[config.mk]
export PLATFORM = sky130hd
export DESIGN_NAME = ocl_back_flat
export DESIGN_NICKNAME = d
export VERILOG_FILES = /design/src/rtl/core/ocl_pkg.sv /design/src/rtl/core/ocl_if.sv /design/src/rtl/core/ocl_back.sv /design/src/flat_wrapper.sv
export SDC_FILE = /design/constraint.sdc
export NUM_CORES = 1
export LEC_CHECK = 0
export BUFFER_PORTS_ARGS = -buffer_cell sky130_fd_sc_hd__buf_2
export CORE_MARGIN = 1
export CORE_UTILIZATION = 50
export DETAILED_ROUTE_END_ITERATION = 8
export PLACE_DENSITY_LB_ADDON = 0.08
export SYNTH_ARGS = -nofsm -noshare
export SYNTH_HDL_FRONTEND = slang
export SYNTH_SLANG_ARGS = --single-unit
[constraint.sdc]
create_clock -name clk -period 4.7 [get_ports clk]
set_input_delay 0.235 -clock clk [delete_from_list [all_inputs] [get_ports clk]]
set_output_delay 0.235 -clock clk [all_outputs]
set_load 0.01 [all_outputs]
[src/rtl/core/ocl_pkg.sv]
`timescale 1ns / 1ps
`default_nettype none
// ----------------------------------------------------------------------------
// Ordered character list package
// Command codes, status codes and the request and result payload types.
// ----------------------------------------------------------------------------
package ocl_pkg;

	typedef enum logic [2:0] {
		CMD_INSERT = 3'd0,
		CMD_DELETE = 3'd1,
		CMD_READ   = 3'd2,
		CMD_FIND   = 3'd3,
		CMD_LENGTH = 3'd4,
		CMD_DUMP   = 3'd5
	} cmd_t;

	typedef enum logic [1:0] {
		ST_OK       = 2'd0,
		ST_BADPOS   = 2'd1,
		ST_NOTFOUND = 2'd2,
		ST_FULL     = 2'd3
	} status_t;

	localparam logic [7:0] NEWLINE_CHAR = 8'h0A;

	typedef struct packed {
		logic [2:0] cmd;
		logic [7:0] position;
		logic [7:0] char_in;
	} req_t;

	typedef struct packed {
		logic [1:0] status;
		logic [7:0] char_out;
		logic [7:0] index_out;
		logic       last;
	} res_t;

endpackage
`default_nettype wire

[src/rtl/core/ocl_if.sv]
`timescale 1ns / 1ps
`default_nettype none
// ----------------------------------------------------------------------------
// Ordered character list channel
// Valid/ready channel interface carrying one payload of type T.
// ----------------------------------------------------------------------------
interface ocl_if #(parameter type T = logic) ();
	logic valid;
	logic ready;
	T     data;
	modport source (output valid, output data, input ready);
	modport sink (input valid, input data, output ready);
endinterface
`default_nettype wire

[src/rtl/core/ocl_back.sv]
`timescale 1ns / 1ps
`default_nettype none
// ----------------------------------------------------------------------------
// Ordered character list back end
// Executes queued commands on the entry store, moving or comparing one entry per cycle.
// ----------------------------------------------------------------------------
module ocl_back #(
	parameter int CAPACITY = 32
) (
	input  wire           clk,
	input  wire           arst_n,
	input  ocl_pkg::req_t q_data,
	input  wire           q_valid,
	output logic          q_pop,
	ocl_if.source         res
);
	localparam int AW = (CAPACITY > 1) ? $clog2(CAPACITY) : 1;
	localparam int CW = $clog2(CAPACITY + 1);

	typedef enum logic [5:0] {
		S_IDLE  = 6'b000001,
		S_CHECK = 6'b000010,
		S_WAIT  = 6'b000100,
		S_RUN   = 6'b001000,
		S_PUT   = 6'b010000,
		S_OUT   = 6'b100000
	} state_t;

	logic [7:0] store_q [CAPACITY];
	state_t     state_q;
	logic [CW-1:0] count_q;
	logic [CW-1:0] k_q;
	ocl_pkg::req_t cur_q;
	logic [7:0] rd_q;
	logic       out_valid_q;
	ocl_pkg::res_t out_q;
	ocl_pkg::res_t pend_q;
	logic       out_free;
	logic       load_out;
	logic       we;
	logic [AW-1:0] wa;
	logic [7:0] wd;
	logic [AW-1:0] ra;
	logic [7:0] posc;
	logic [8:0] cnt9;
	logic [CW-1:0] pos_m1;
	logic [CW-1:0] last_idx;
	logic       valid_pos;

	assign out_free = !out_valid_q || res.ready;
	assign load_out = (state_q == S_OUT) && out_free;
	assign res.valid = out_valid_q;
	assign res.data = out_q;
	assign posc = cur_q.position;
	assign cnt9 = 9'(count_q);
	assign pos_m1 = CW'(posc - 8'd1);
	assign last_idx = count_q - CW'(1);

	function automatic ocl_pkg::res_t mk(input ocl_pkg::status_t s,
		input logic [7:0] c, input logic [7:0] i, input logic l);
		ocl_pkg::res_t r;
		r.status = s;
		r.char_out = c;
		r.index_out = i;
		r.last = l;
		return r;
	endfunction

	always_ff @(posedge clk) begin
		if (we) store_q[wa] <= wd;
		rd_q <= store_q[ra];
	end

	// The read runs one entry ahead of the write, so a shift moves one entry
	// per cycle through the single write port.
	always_comb begin
		we = 1'b0;
		wa = '0;
		wd = '0;
		ra = AW'(k_q);
		case (state_q)
			S_RUN: begin
				case (cur_q.cmd)
					ocl_pkg::CMD_INSERT: begin
						we = 1'b1;
						wa = AW'(k_q + CW'(1));
						wd = rd_q;
						ra = AW'(k_q - CW'(1));
					end
					ocl_pkg::CMD_DELETE: begin
						we = 1'b1;
						wa = AW'(k_q - CW'(1));
						wd = rd_q;
						ra = AW'(k_q + CW'(1));
					end
					ocl_pkg::CMD_FIND: ra = AW'(k_q + CW'(1));
					default: ;
				endcase
			end
			S_PUT: begin
				we = 1'b1;
				wa = AW'(pos_m1);
				wd = cur_q.char_in;
			end
			S_OUT: ra = AW'(k_q + CW'(1));
			default: ;
		endcase
	end

	always_comb begin
		if (cur_q.cmd == ocl_pkg::CMD_INSERT)
			valid_pos = (posc != 8'd0) && ({1'b0, posc} <= cnt9 + 9'd1);
		else
			valid_pos = (posc != 8'd0) && ({1'b0, posc} <= cnt9);
	end

	always_ff @(posedge clk or negedge arst_n) begin
		if (!arst_n) begin
			out_valid_q <= 1'b0;
			out_q <= '0;
		end else begin
			out_valid_q <= load_out || (out_valid_q && !res.ready);
			if (load_out) out_q <= pend_q;
		end
	end

	always_ff @(posedge clk or negedge arst_n) begin
		if (!arst_n) begin
			state_q <= S_IDLE;
			count_q <= '0;
			k_q <= '0;
			cur_q <= '0;
			pend_q <= '0;
		end else begin
			case (state_q)
				S_IDLE: begin
					if (q_valid) begin
						cur_q <= q_data;
						state_q <= S_CHECK;
					end
				end
				S_CHECK: begin
					state_q <= S_OUT;
					case (cur_q.cmd)
						ocl_pkg::CMD_INSERT: begin
							if (!valid_pos)
								pend_q <= mk(ocl_pkg::ST_BADPOS, '0, '0, 1'b1);
							else if (count_q == CW'(CAPACITY))
								pend_q <= mk(ocl_pkg::ST_FULL, '0, '0, 1'b1);
							else if (pos_m1 == count_q)
								state_q <= S_PUT;
							else begin
								k_q <= last_idx;
								state_q <= S_WAIT;
							end
						end
						ocl_pkg::CMD_DELETE: begin
							if (!valid_pos)
								pend_q <= mk(ocl_pkg::ST_BADPOS, '0, '0, 1'b1);
							else if (CW'(posc) == count_q) begin
								count_q <= last_idx;
								pend_q <= mk(ocl_pkg::ST_OK, '0, '0, 1'b1);
							end else begin
								k_q <= CW'(posc);
								state_q <= S_WAIT;
							end
						end
						ocl_pkg::CMD_READ: begin
							if (!valid_pos)
								pend_q <= mk(ocl_pkg::ST_BADPOS, '0, '0, 1'b1);
							else begin
								k_q <= pos_m1;
								state_q <= S_WAIT;
							end
						end
						ocl_pkg::CMD_LENGTH: begin
							pend_q <= mk(ocl_pkg::ST_OK, '0, 8'(count_q), 1'b1);
						end
						default: begin
							if (count_q == '0)
								pend_q <= mk(ocl_pkg::ST_NOTFOUND, '0, '0, 1'b1);
							else begin
								k_q <= '0;
								state_q <= S_WAIT;
							end
						end
					endcase
				end
				S_WAIT: begin
					// The first read address is presented here.
					state_q <= S_RUN;
				end
				S_RUN: begin
					case (cur_q.cmd)
						ocl_pkg::CMD_INSERT: begin
							if (k_q == pos_m1) state_q <= S_PUT;
							else k_q <= k_q - CW'(1);
						end
						ocl_pkg::CMD_DELETE: begin
							if (k_q == last_idx) begin
								count_q <= last_idx;
								pend_q <= mk(ocl_pkg::ST_OK, '0, '0, 1'b1);
								state_q <= S_OUT;
							end else k_q <= k_q + CW'(1);
						end
						ocl_pkg::CMD_READ: begin
							if (rd_q == ocl_pkg::NEWLINE_CHAR)
								pend_q <= mk(ocl_pkg::ST_NOTFOUND, '0, '0, 1'b1);
							else pend_q <= mk(ocl_pkg::ST_OK, rd_q, '0, 1'b1);
							state_q <= S_OUT;
						end
						ocl_pkg::CMD_FIND: begin
							if (rd_q == cur_q.char_in) begin
								pend_q <= mk(ocl_pkg::ST_OK, '0, 8'(k_q + CW'(1)), 1'b1);
								state_q <= S_OUT;
							end else if (k_q == last_idx) begin
								pend_q <= mk(ocl_pkg::ST_NOTFOUND, '0, '0, 1'b1);
								state_q <= S_OUT;
							end else k_q <= k_q + CW'(1);
						end
						default: begin
							pend_q <= mk(ocl_pkg::ST_OK, rd_q, '0, k_q == last_idx);
							state_q <= S_OUT;
						end
					endcase
				end
				S_PUT: begin
					count_q <= count_q + CW'(1);
					pend_q <= mk(ocl_pkg::ST_OK, '0, '0, 1'b1);
					state_q <= S_OUT;
				end
				S_OUT: begin
					if (out_free) begin
						if (cur_q.cmd == ocl_pkg::CMD_DUMP && !pend_q.last) begin
							k_q <= k_q + CW'(1);
							state_q <= S_RUN;
						end else state_q <= S_IDLE;
					end
				end
				default: state_q <= S_IDLE;
			endcase
		end
	end

	assign q_pop = (state_q == S_IDLE) && q_valid;

	assert property (@(posedge clk) disable iff (!arst_n)
		count_q <= CW'(CAPACITY)) else $error("count beyond capacity");
	assert property (@(posedge clk) disable iff (!arst_n)
		(res.valid && !res.ready) |=> res.valid) else $error("result lost");
	assert property (@(posedge clk) disable iff (!arst_n)
		(res.valid && !res.ready) |=> $stable(res.data)) else $error("result changed");
	assert property (@(posedge clk) disable iff (!arst_n)
		q_pop |-> state_q == S_IDLE) else $error("pop while busy");
	assert property (@(posedge clk) disable iff (!arst_n)
		$onehot(state_q)) else $error("state not one-hot");
endmodule
`default_nettype wire
[src/flat_wrapper.sv]
// flat-port wrapper written by rule: the top's interface ports become plain ports
module ocl_back_flat 
#(
	parameter int CAPACITY = 32
)
  (clk, arst_n, q_data, q_valid, q_pop, res_valid, res_data, res_ready);
  ocl_if res_i ();
  input  wire clk;
  input  wire arst_n;
  input  ocl_pkg::req_t q_data;
  input  wire q_valid;
  output logic q_pop;
  output wire logic [$bits(res_i.valid)-1:0] res_valid;
  output wire logic [$bits(res_i.data)-1:0] res_data;
  input wire logic [$bits(res_i.ready)-1:0] res_ready;
  assign res_valid = res_i.valid;
  assign res_data = res_i.data;
  assign res_i.ready = res_ready;
  ocl_back #(.CAPACITY(CAPACITY)) u_core (.clk(clk), .arst_n(arst_n), .q_data(q_data), .q_valid(q_valid), .q_pop(q_pop), .res(res_i));
endmodule
==> tab_implementation.tex, run 1 <==
\begin{tabular}{lr}
\hline
Metric & Value \\
\hline
\multicolumn{2}{l}{\textbf{Detailed routing}} \\
Iteration count of the initial detailed-routing pass & 5 \\
Post-route antenna net violation count & 0 \\
Drt wl/cell & 23.1 µm \\
Number of DRC violations after detailed routing & 0 \\
Mean number of vias per cell & 5.85 \\
Total detailed-routing wirelength & 33200 µm \\
Total vias in the final route & 8406 \\
Detailed Route Iter0 Violations & 622 \\
\multicolumn{2}{l}{\textbf{Critical path}} \\
Largest fanout on the critical path & 8 \\
Cells along the critical path & inv\_1, nor3\_1, nand3\_1, xnor2\_1, ha\_1, and4b\_1, nand2\_1, o21bai\_1, a21o\_1, and2\_1, a2111oi\_0, or2\_1, mux2\_4 \\
Category of the worst setup path capture point & flip-flop \\
Reg-to-reg startpoint & u\_core.count\_q[2]\$\_DFFE\_PN0P\_ \\
Register-to-Register Setup Slack & 0.54 ns \\
Kind of start point of the critical path & flip-flop \\
Reg-to-reg endpoint & u\_core.k\_q[5]\$\_DFFE\_PN0P\_ \\
Setup CP Type & flip-flop to flip-flop \\
Data arrival, critical path & 4.54 ns \\
CP required & 5.09 ns \\
Worst-case reg-to-reg path depth & 13 \\
Delay contributed by the slowest stage of the critical path & 0.90 ns \\
Slowest CP cell & sky130\_fd\_sc\_hd\_\_a2111oi\_0 \\
\multicolumn{2}{l}{\textbf{Timing}} \\
Tightest Pin Transition & 1.04 ns \\
Clock tree skew after final layout & 0.0130 ns \\
Peak clock frequency supported by timing & 0.240 GHz \\
Final Max Slew Viols & 0 \\
Final worst-path cycle share & 0.885 \\
Relative max-transition margin & 0.287 \\
Final setup viols & 0 \\
Total Negative Setup Slacks & 0 ns \\
Min cycle time layout & 4.16 ns \\
Final hold violation count & 0 \\
Unrepaired setup endpoints after global routing & false \\
\multicolumn{2}{l}{\textbf{Hold path}} \\
Hold-critical path depth & 3 \\
Endpoint of the worst hold-timing path & u\_core.res.valid\$\_DFF\_PN0\_ \\
Origin of the worst min-delay path & res\_ready \\
Class of the worst hold path & input port to flip-flop \\
\multicolumn{2}{l}{\textbf{GRT}} \\
Global-route wire length before repair & 51100 µm \\
Maximum number of pins on one net before global-route repair & 73 \\
GRT overflow & 0 \\
Combined global-route utilization of all metal layers & 0.240 \\
Number of antenna violations at the first check in global routing & 1 \\
Via count of the first global-routing pass & 8443 \\
\multicolumn{2}{l}{\textbf{Synth}} \\
Largest area contributor in the netlist & sky130\_fd\_sc\_hd\_\_edfxtp\_1 \\
Flop and latch count out of synthesis & 304 \\
Sequential fraction of the synthesis area & 0.627 \\
Number of enable-type register cells in the synthesized netlist & 256 \\
Most instantiated cells after synthesis & sky130\_fd\_sc\_hd\_\_edfxtp\_1, sky130\_fd\_sc\_hd\_\_nand2\_1, sky130\_fd\_sc\_hd\_\_mux2i\_1, sky130\_fd\_sc\_hd\_\_nor2\_1, sky130\_fd\_sc\_hd\_\_dfrtp\_1 \\
Post-synthesis instance area & 14100 µm² \\
Nets in the synthesized netlist & 1029 \\
Mean cell area of the mapped netlist & 14.3 µm² \\
Share of Yosys cell area claimed by the top area cell type & 0.545 \\
Post-synth ARST share & 0.132 \\
Ranking of synthesized cells by area & sky130\_fd\_sc\_hd\_\_edfxtp\_1, sky130\_fd\_sc\_hd\_\_dfrtp\_1, sky130\_fd\_sc\_hd\_\_mux2i\_1, sky130\_fd\_sc\_hd\_\_mux4\_2, sky130\_fd\_sc\_hd\_\_nand2\_1 \\
Yosys warns & 0 \\
Dominant register cell in the synthesized netlist & sky130\_fd\_sc\_hd\_\_edfxtp\_1 \\
Count of distinct cell types in the synthesized netlist & 81 \\
Most frequently used cell type in the post-synthesis netlist & sky130\_fd\_sc\_hd\_\_edfxtp\_1 \\
Number of instances in the synthesized netlist & 988 \\
\multicolumn{2}{l}{\textbf{Floorplan}} \\
Total die area & 28900 µm² \\
Die H & 170 µm \\
Die span in x & 170 µm \\
Effective utilization at floorplan & 0.508 \\
Number of top-level pins & 26 \\
Placeable core region & 27800 µm² \\
Number of placement rows & 61 \\
\multicolumn{2}{l}{\textbf{Finish}} \\
Fillers & 2246 \\
Number of nets in the layout & 1076 \\
Fin cells & 1436 \\
Area grow syn2layout & 12.8\% \\
Diode insertion count for antenna repair & 0 \\
Ratio of cells with drive above 1 in the final layout & 0.150 \\
\multicolumn{2}{l}{\textbf{Clock network}} \\
Clock transition at the register clock pins on the worst setup and hold paths after CTS & 0.06 ns \\
TritonCTS Buffers & 34 \\
Number of gates resized after CTS & 0 \\
Post-CTS repair timing setup buffer count & 0 \\
Number of levels in the clock H-tree & 2 \\
Clock latency on the worst-skew pair & 0.50 ns \\
Root Buffer & sky130\_fd\_sc\_hd\_\_clkbuf\_16 \\
Sinks on the clock net & 304 \\
Max clock buf depth & 3 \\
TritonCTS clock tree & done \\
\multicolumn{2}{l}{\textbf{Pwr}} \\
Worst supply voltage drop on vdd & 395 µV \\
Ratio of total power to cell area & 574 nW/µm² \\
Total power after layout & 0.00914 W \\
Leakage power summed over all cells & 6.21 nW \\
\multicolumn{2}{l}{\textbf{Run status}} \\
Status & finished clean \\
\multicolumn{2}{l}{\textbf{Place}} \\
Input/output buffers & 25 \\
Routability congestion estimate from global placement & 0.880 \\
Instance count after placement with tap cells included & 1356 \\
Detailed placement HPWL & 21500 µm \\
\multicolumn{2}{l}{\textbf{Job}} \\
Number of violations of the max-capacitance limit & 0 \\
\hline
\end{tabular}
## layer usage
| metal | GRT usage | routed length [µm] | vias up |
|---|---|---|---|
| met5 | 0 | 13 | - |
| met4 | 0.0599 | 575 | 2 |
| met3 | 0.0342 | 1330 | 41 |
| met2 | 0.395 | 16100 | 185 |
| met1 | 0.335 | 15200 | 4284 |
| li1 | - | - | 3894 |
## layout by cell type, fill, tap and decap left out, types with 24 or more instances in the layout
| cell type | n |
|---|---|
| sky130_fd_sc_hd__buf_2 | 25 |
| sky130_fd_sc_hd__clkbuf_16 | 35 |
| sky130_fd_sc_hd__dfrtp_1 | 39 |
| sky130_fd_sc_hd__edfxtp_1 | 256 |
| sky130_fd_sc_hd__mux2i_1 | 78 |
| sky130_fd_sc_hd__mux4_2 | 28 |
| sky130_fd_sc_hd__nand2_1 | 95 |
| sky130_fd_sc_hd__nor2_1 | 72 |
| sky130_fd_sc_hd__o22ai_1 | 24 |
| sky130_fd_sc_hd__xnor2_1 | 34 |
## layout make-up
type | count | area [µm²] | area share
Clock inverter | 16 | 134 | 0.00841
Tap cell | 378 | 473 | 0.0297
Inverter | 16 | 60.1 | 0.00377
Timing Repair Buffer | 64 | 495 | 0.0311
Sequential cell | 304 | 8850 | 0.556
Multi-Input combinational cell | 615 | 4990 | 0.313
Clock buffer | 43 | 926 | 0.0581
## registers in the layout, indices dropped and copies added (netlist names)
| register | flops |
|---|---|
| u_core.store_q | 256 |
| u_core.count_q | 6 |
| u_core.res.data | 1 |
| u_core.posc | 8 |
| u_core.res.valid | 1 |
| u_core.pend_q | 1 |
| u_core.rd_q | 8 |
| u_core.state_q | 6 |
| u_core.k_q | 6 |
| u_core.cur_q | 11 |
## critical path, delay by kind of cell (launching register included)
kind / cells / cell delay (ns)
multiplexers: 1 / 0.33
AO/OA/AOI/OAI: 3 / 1.23
buffers and inverters: 1 / 0.13
adder cells (fa/ha/maj): 1 / 0.30
XOR/XNOR: 1 / 0.17
AND/OR/NAND/NOR: 6 / 1.36
flip-flops: 1 / 0.50
## per-stage QoR
stage / util / setup WS, ns / hold slack (ns) / area (µm²)
floorplan: - / 1.05 / -0.0606 / 14100
global placement: 0.528 / 0.741 / 0.427 / 14700
detailed placement: 0.528 / 0.614 / 0.431 / 14700
CTS: 0.573 / 0.577 / 0.132 / 15900
global route: 0.573 / 0.170 / 0.180 / 15900
finish: 0.573 / 0.541 / 0.143 / 15900
## power breakdown
part           internal [W]  switching, W
clock               0.00150       0.00102
sequential          0.00306      0.000323
combinational       0.00138       0.00185
## worst max-delay path by stage
stage	from	to	slack (ns)
2_1_floorplan	u_core.count_q[2]$_DFFE_PN0P_	u_core.k_q[4]$_DFFE_PN0P_	1.05
3_3_place_gp	u_core.count_q[2]$_DFFE_PN0P_	u_core.k_q[4]$_DFFE_PN0P_	0.74
3_5_place_dp	u_core.count_q[2]$_DFFE_PN0P_	u_core.k_q[5]$_DFFE_PN0P_	0.61
4_1_cts	u_core.count_q[2]$_DFFE_PN0P_	u_core.k_q[5]$_DFFE_PN0P_	0.58
5_1_grt	u_core.count_q[2]$_DFFE_PN0P_	u_core.k_q[5]$_DFFE_PN0P_	0.17
6_report	u_core.count_q[2]$_DFFE_PN0P_	u_core.k_q[5]$_DFFE_PN0P_	0.54
## kinds of logic (layout without fill, tap and decap cells)
family                   count (synthesis)  count (layout)  share of synthesized area
buffers and inverters                   69             139                     0.0230
AND/OR/NAND/NOR                        272             272                     0.0961
AO/OA/AOI/OAI                          144             144                     0.0760
XOR/XNOR                                50              50                     0.0374
adder cells (fa/ha/maj)                 18              18                     0.0160
flip-flops                             304             304                      0.627
multiplexers                           131             131                      0.125
## timing repair
item | in CTS | in global routing
hold buffers | 21 | 0
endpoints found under the hold margin | 59 | 0
endpoints found under the setup margin | 0 | 0
(Power assumes the default switching activity.)
==> run 2: changes to the inputs <==
REMOVE_ABC_BUFFERS = 1   (was unset)
==> tab_implementation.tex, run 2 (synthesis gave the netlist of run 1 again) <==
\begin{tabular}{lr}
\hline
Metric & Value \\
\hline
\multicolumn{2}{l}{\textbf{Timing}} \\
Relative max-transition margin & 0.243 (-0.0445) \\
Final Worst Setup Slack & 0.921 ns (+0.380 ns) \\
Tightest Pin Transition & 1.14 ns (+0.0937 ns) \\
Total Negative Setup Slacks & 0 ns (unchanged) \\
Clock tree skew after final layout & 0.0208 ns (+0.00786 ns) \\
Min cycle time layout & 3.78 ns (-0.380 ns) \\
Final setup viols & 0 (unchanged) \\
Final worst-path cycle share & 0.804 (-0.0808) \\
Peak clock frequency supported by timing & 0.265 GHz (+10\%) \\
Final hold violation count & 0 (unchanged) \\
Final Max Slew Viols & 0 (unchanged) \\
Unrepaired setup endpoints after global routing & false \\
\multicolumn{2}{l}{\textbf{Clock network}} \\
TritonCTS clock tree & done \\
Max clock buf depth & 3 (unchanged) \\
Root Buffer & sky130\_fd\_sc\_hd\_\_clkbuf\_16 \\
Clock latency on the worst-skew pair & 0.52 ns (+0.02 ns) \\
TritonCTS Buffers & 34 (unchanged) \\
Sinks on the clock net & 304 (unchanged) \\
Number of levels in the clock H-tree & 2 (unchanged) \\
Clock transition at the register clock pins on the worst setup and hold paths after CTS & 0.06 ns (about the same) \\
\multicolumn{2}{l}{\textbf{Detailed routing}} \\
Drt wl/cell & 23.5 µm (+1.7\%) \\
Total detailed-routing wirelength & 34000 µm (+2.2\%) \\
Iteration count of the initial detailed-routing pass & 5 (unchanged) \\
Mean number of vias per cell & 5.92 (+1.1\%) \\
Number of DRC violations after detailed routing & 0 (unchanged) \\
Total vias in the final route & 8544 (+1.6\%) \\
Post-route antenna net violation count & 0 (unchanged) \\
Detailed Route Iter0 Violations & 707 (+14\%) \\
\multicolumn{2}{l}{\textbf{Floorplan}} \\
Total die area & 28900 µm² (unchanged) \\
Number of placement rows & 61 (unchanged) \\
Number of top-level pins & 26 (unchanged) \\
Effective utilization at floorplan & 0.508 (unchanged) \\
Die H & 170 µm (unchanged) \\
Placeable core region & 27800 µm² (unchanged) \\
Die span in x & 170 µm (unchanged) \\
\multicolumn{2}{l}{\textbf{Critical path}} \\
Cells along the critical path & inv\_1, nor3\_1, nand3\_1, xnor2\_1, ha\_1, and4b\_1, nand2\_1, o21bai\_1, a21o\_1, and2\_1, a2111oi\_0, buf\_4, or2\_1, mux2\_4 \\
Worst-case reg-to-reg path depth & 14 (+1) \\
Kind of start point of the critical path & flip-flop \\
Setup CP Type & flip-flop to flip-flop \\
CP required & 5.11 ns (+0.02 ns) \\
Reg-to-reg startpoint & u\_core.count\_q[2]\$\_DFFE\_PN0P\_ \\
Data arrival, critical path & 4.19 ns (-0.35 ns) \\
Largest fanout on the critical path & 8 (unchanged) \\
Reg-to-reg endpoint & u\_core.k\_q[4]\$\_DFFE\_PN0P\_ \\
Category of the worst setup path capture point & flip-flop \\
Delay contributed by the slowest stage of the critical path & 0.50 ns (-0.40 ns) \\
Register-to-Register Setup Slack & 0.92 ns (+0.38 ns) \\
Slowest CP cell & sky130\_fd\_sc\_hd\_\_dfrtp\_1 \\
\multicolumn{2}{l}{\textbf{Pwr}} \\
Total power after layout & 0.00911 W (-0.29\%) \\
Leakage power summed over all cells & 6.22 nW (+0.10\%) \\
Ratio of total power to cell area & 572 nW/µm² (-0.32\%) \\
Worst supply voltage drop on vdd & 362 µV (-8.3\%) \\
\multicolumn{2}{l}{\textbf{Place}} \\
Placed cell areas & 14700 µm² (+0.39\%) \\
Post-Place Worst Slack & 0.947 ns (+0.334 ns) \\
Detailed placement HPWL & 22500 µm (+4.8\%) \\
Routability congestion estimate from global placement & 0.889 (+1.0\%) \\
Input/output buffers & 25 (unchanged) \\
\multicolumn{2}{l}{\textbf{GRT}} \\
GRT overflow & 0 (unchanged) \\
Number of antenna violations at the first check in global routing & 0 (-1) \\
Maximum number of pins on one net before global-route repair & 57 (-22\%) \\
Combined global-route utilization of all metal layers & 0.244 (+0.00423) \\
Via count of the first global-routing pass & 8373 (-0.83\%) \\
Global-route wire length before repair & 51700 µm (+1.2\%) \\
\multicolumn{2}{l}{\textbf{Hold path}} \\
Origin of the worst min-delay path & res\_ready \\
Class of the worst hold path & input port to flip-flop \\
Hold-critical path depth & 3 (unchanged) \\
Endpoint of the worst hold-timing path & u\_core.res.valid\$\_DFF\_PN0\_ \\
\multicolumn{2}{l}{\textbf{Finish}} \\
Area grow syn2layout & 12.9\% (about the same) \\
Max FFs per register & 256 (unchanged) \\
Largest registers ranked by flip-flop count & u\_core.store\_q: 256 flops, u\_core.cur\_q: 11 flops \\
Fillers & 2266 (+0.89\%) \\
Diode insertion count for antenna repair & 0 (unchanged) \\
Ratio of cells with drive above 1 in the final layout & 0.151 (+0.000890) \\
Biggest register & u\_core.store\_q \\
Commonest non-fill, non-tap cell in the layout & sky130\_fd\_sc\_hd\_\_edfxtp\_1 \\
Register Area & 8850 µm² (unchanged) \\
Area of combinational cells with multiple inputs & 4990 µm² (unchanged) \\
Post-route cell area & 15900 µm² (about the same) \\
Number of nets in the layout & 1082 (+0.56\%) \\
Final core utilization & 0.573 (about the same) \\
Leading cell types in the layout, fill and taps excluded & sky130\_fd\_sc\_hd\_\_edfxtp\_1, sky130\_fd\_sc\_hd\_\_nand2\_1, sky130\_fd\_sc\_hd\_\_mux2i\_1 \\
\multicolumn{2}{l}{\textbf{Job}} \\
Number of violations of the max-capacitance limit & 0 (unchanged) \\
\multicolumn{2}{l}{\textbf{Run status}} \\
Status & finished clean \\
\hline
\end{tabular}
-- run 2: changes by cell type in the layout (fill, tap and decap cells not counted), sizes merged --
cell    delta
clkbuf     +4
clkinv     -2
bufinv     -1
buf        +6
-- run 2: through the flow --
step                hold WS (ns)  cells
floorplan                -0.0606    935
global placement           0.410   1362
detailed placement         0.424   1362
CTS                        0.112   1443
global route               0.177   1443
finish                     0.128   1443
-- run 2: worst max-delay path: cells and delay by family, from the launching register on --
family          cells  cell delay [ns]
compound gates      3             0.76
fa+ha+maj           1             0.29
mux                 1             0.32
buf+inv             2             0.33
flops               1             0.50
xor+xnor            1             0.16
simple gates        6             1.30
-- run 2: report_power, final --
part	switching [W]	internal (W)	total (W)
sequential	0.000338	0.00306	0.00340
clock	0.00104	0.00140	0.00244
combinational	0.00186	0.00141	0.00327
total	0.00324	0.00587	0.00911
-- run 2: layout make-up --
type | instances | share of cell area
clock buffers | 47 | 0.0565
clock inverters | 13 | 0.00675
inverters | 16 | 0.00377
multi-input cells | 615 | 0.313
flip-flops and latches | 304 | 0.555
well taps | 378 | 0.0297
repair buffers | 70 | 0.0347
-- run 2: worst max-delay path by stage --
stage	depth (start not counted)	to	startpoint
after global routing	14	u_core.k_q[5]$_DFFE_PN0P_	u_core.count_q[2]$_DFFE_PN0P_
after global placement	6	u_core.store_q[4][5]$_DFFE_PP_	u_core.state_q[2]$_DFFE_PN0P_
after CTS	14	u_core.k_q[5]$_DFFE_PN0P_	u_core.count_q[2]$_DFFE_PN0P_
after detailed placement	14	u_core.k_q[5]$_DFFE_PN0P_	u_core.count_q[2]$_DFFE_PN0P_
final	14	u_core.k_q[4]$_DFFE_PN0P_	u_core.count_q[2]$_DFFE_PN0P_
after floorplan	8	u_core.rd_q[0]$_DFF_P_	u_core.cur_q[16]$_DFFE_PN0P_
-- run 2: routing by layer --
metal  vias to the layer above  global-route usage  part of all wire
li1                       3913                   -                 -
met1                      4333               0.354              0.46
met2                       245               0.378              0.46
met3                        53              0.0374             0.050
met4                         0              0.0760             0.026
met5                         -                   0                 0
-- run 2: repair_timing --
item | CTS | global route
gates resized for setup | 0 | 0
hold buffers | 21 | 0
hold endpoints to repair | 59 | 0
buffers inserted | 0 | 0
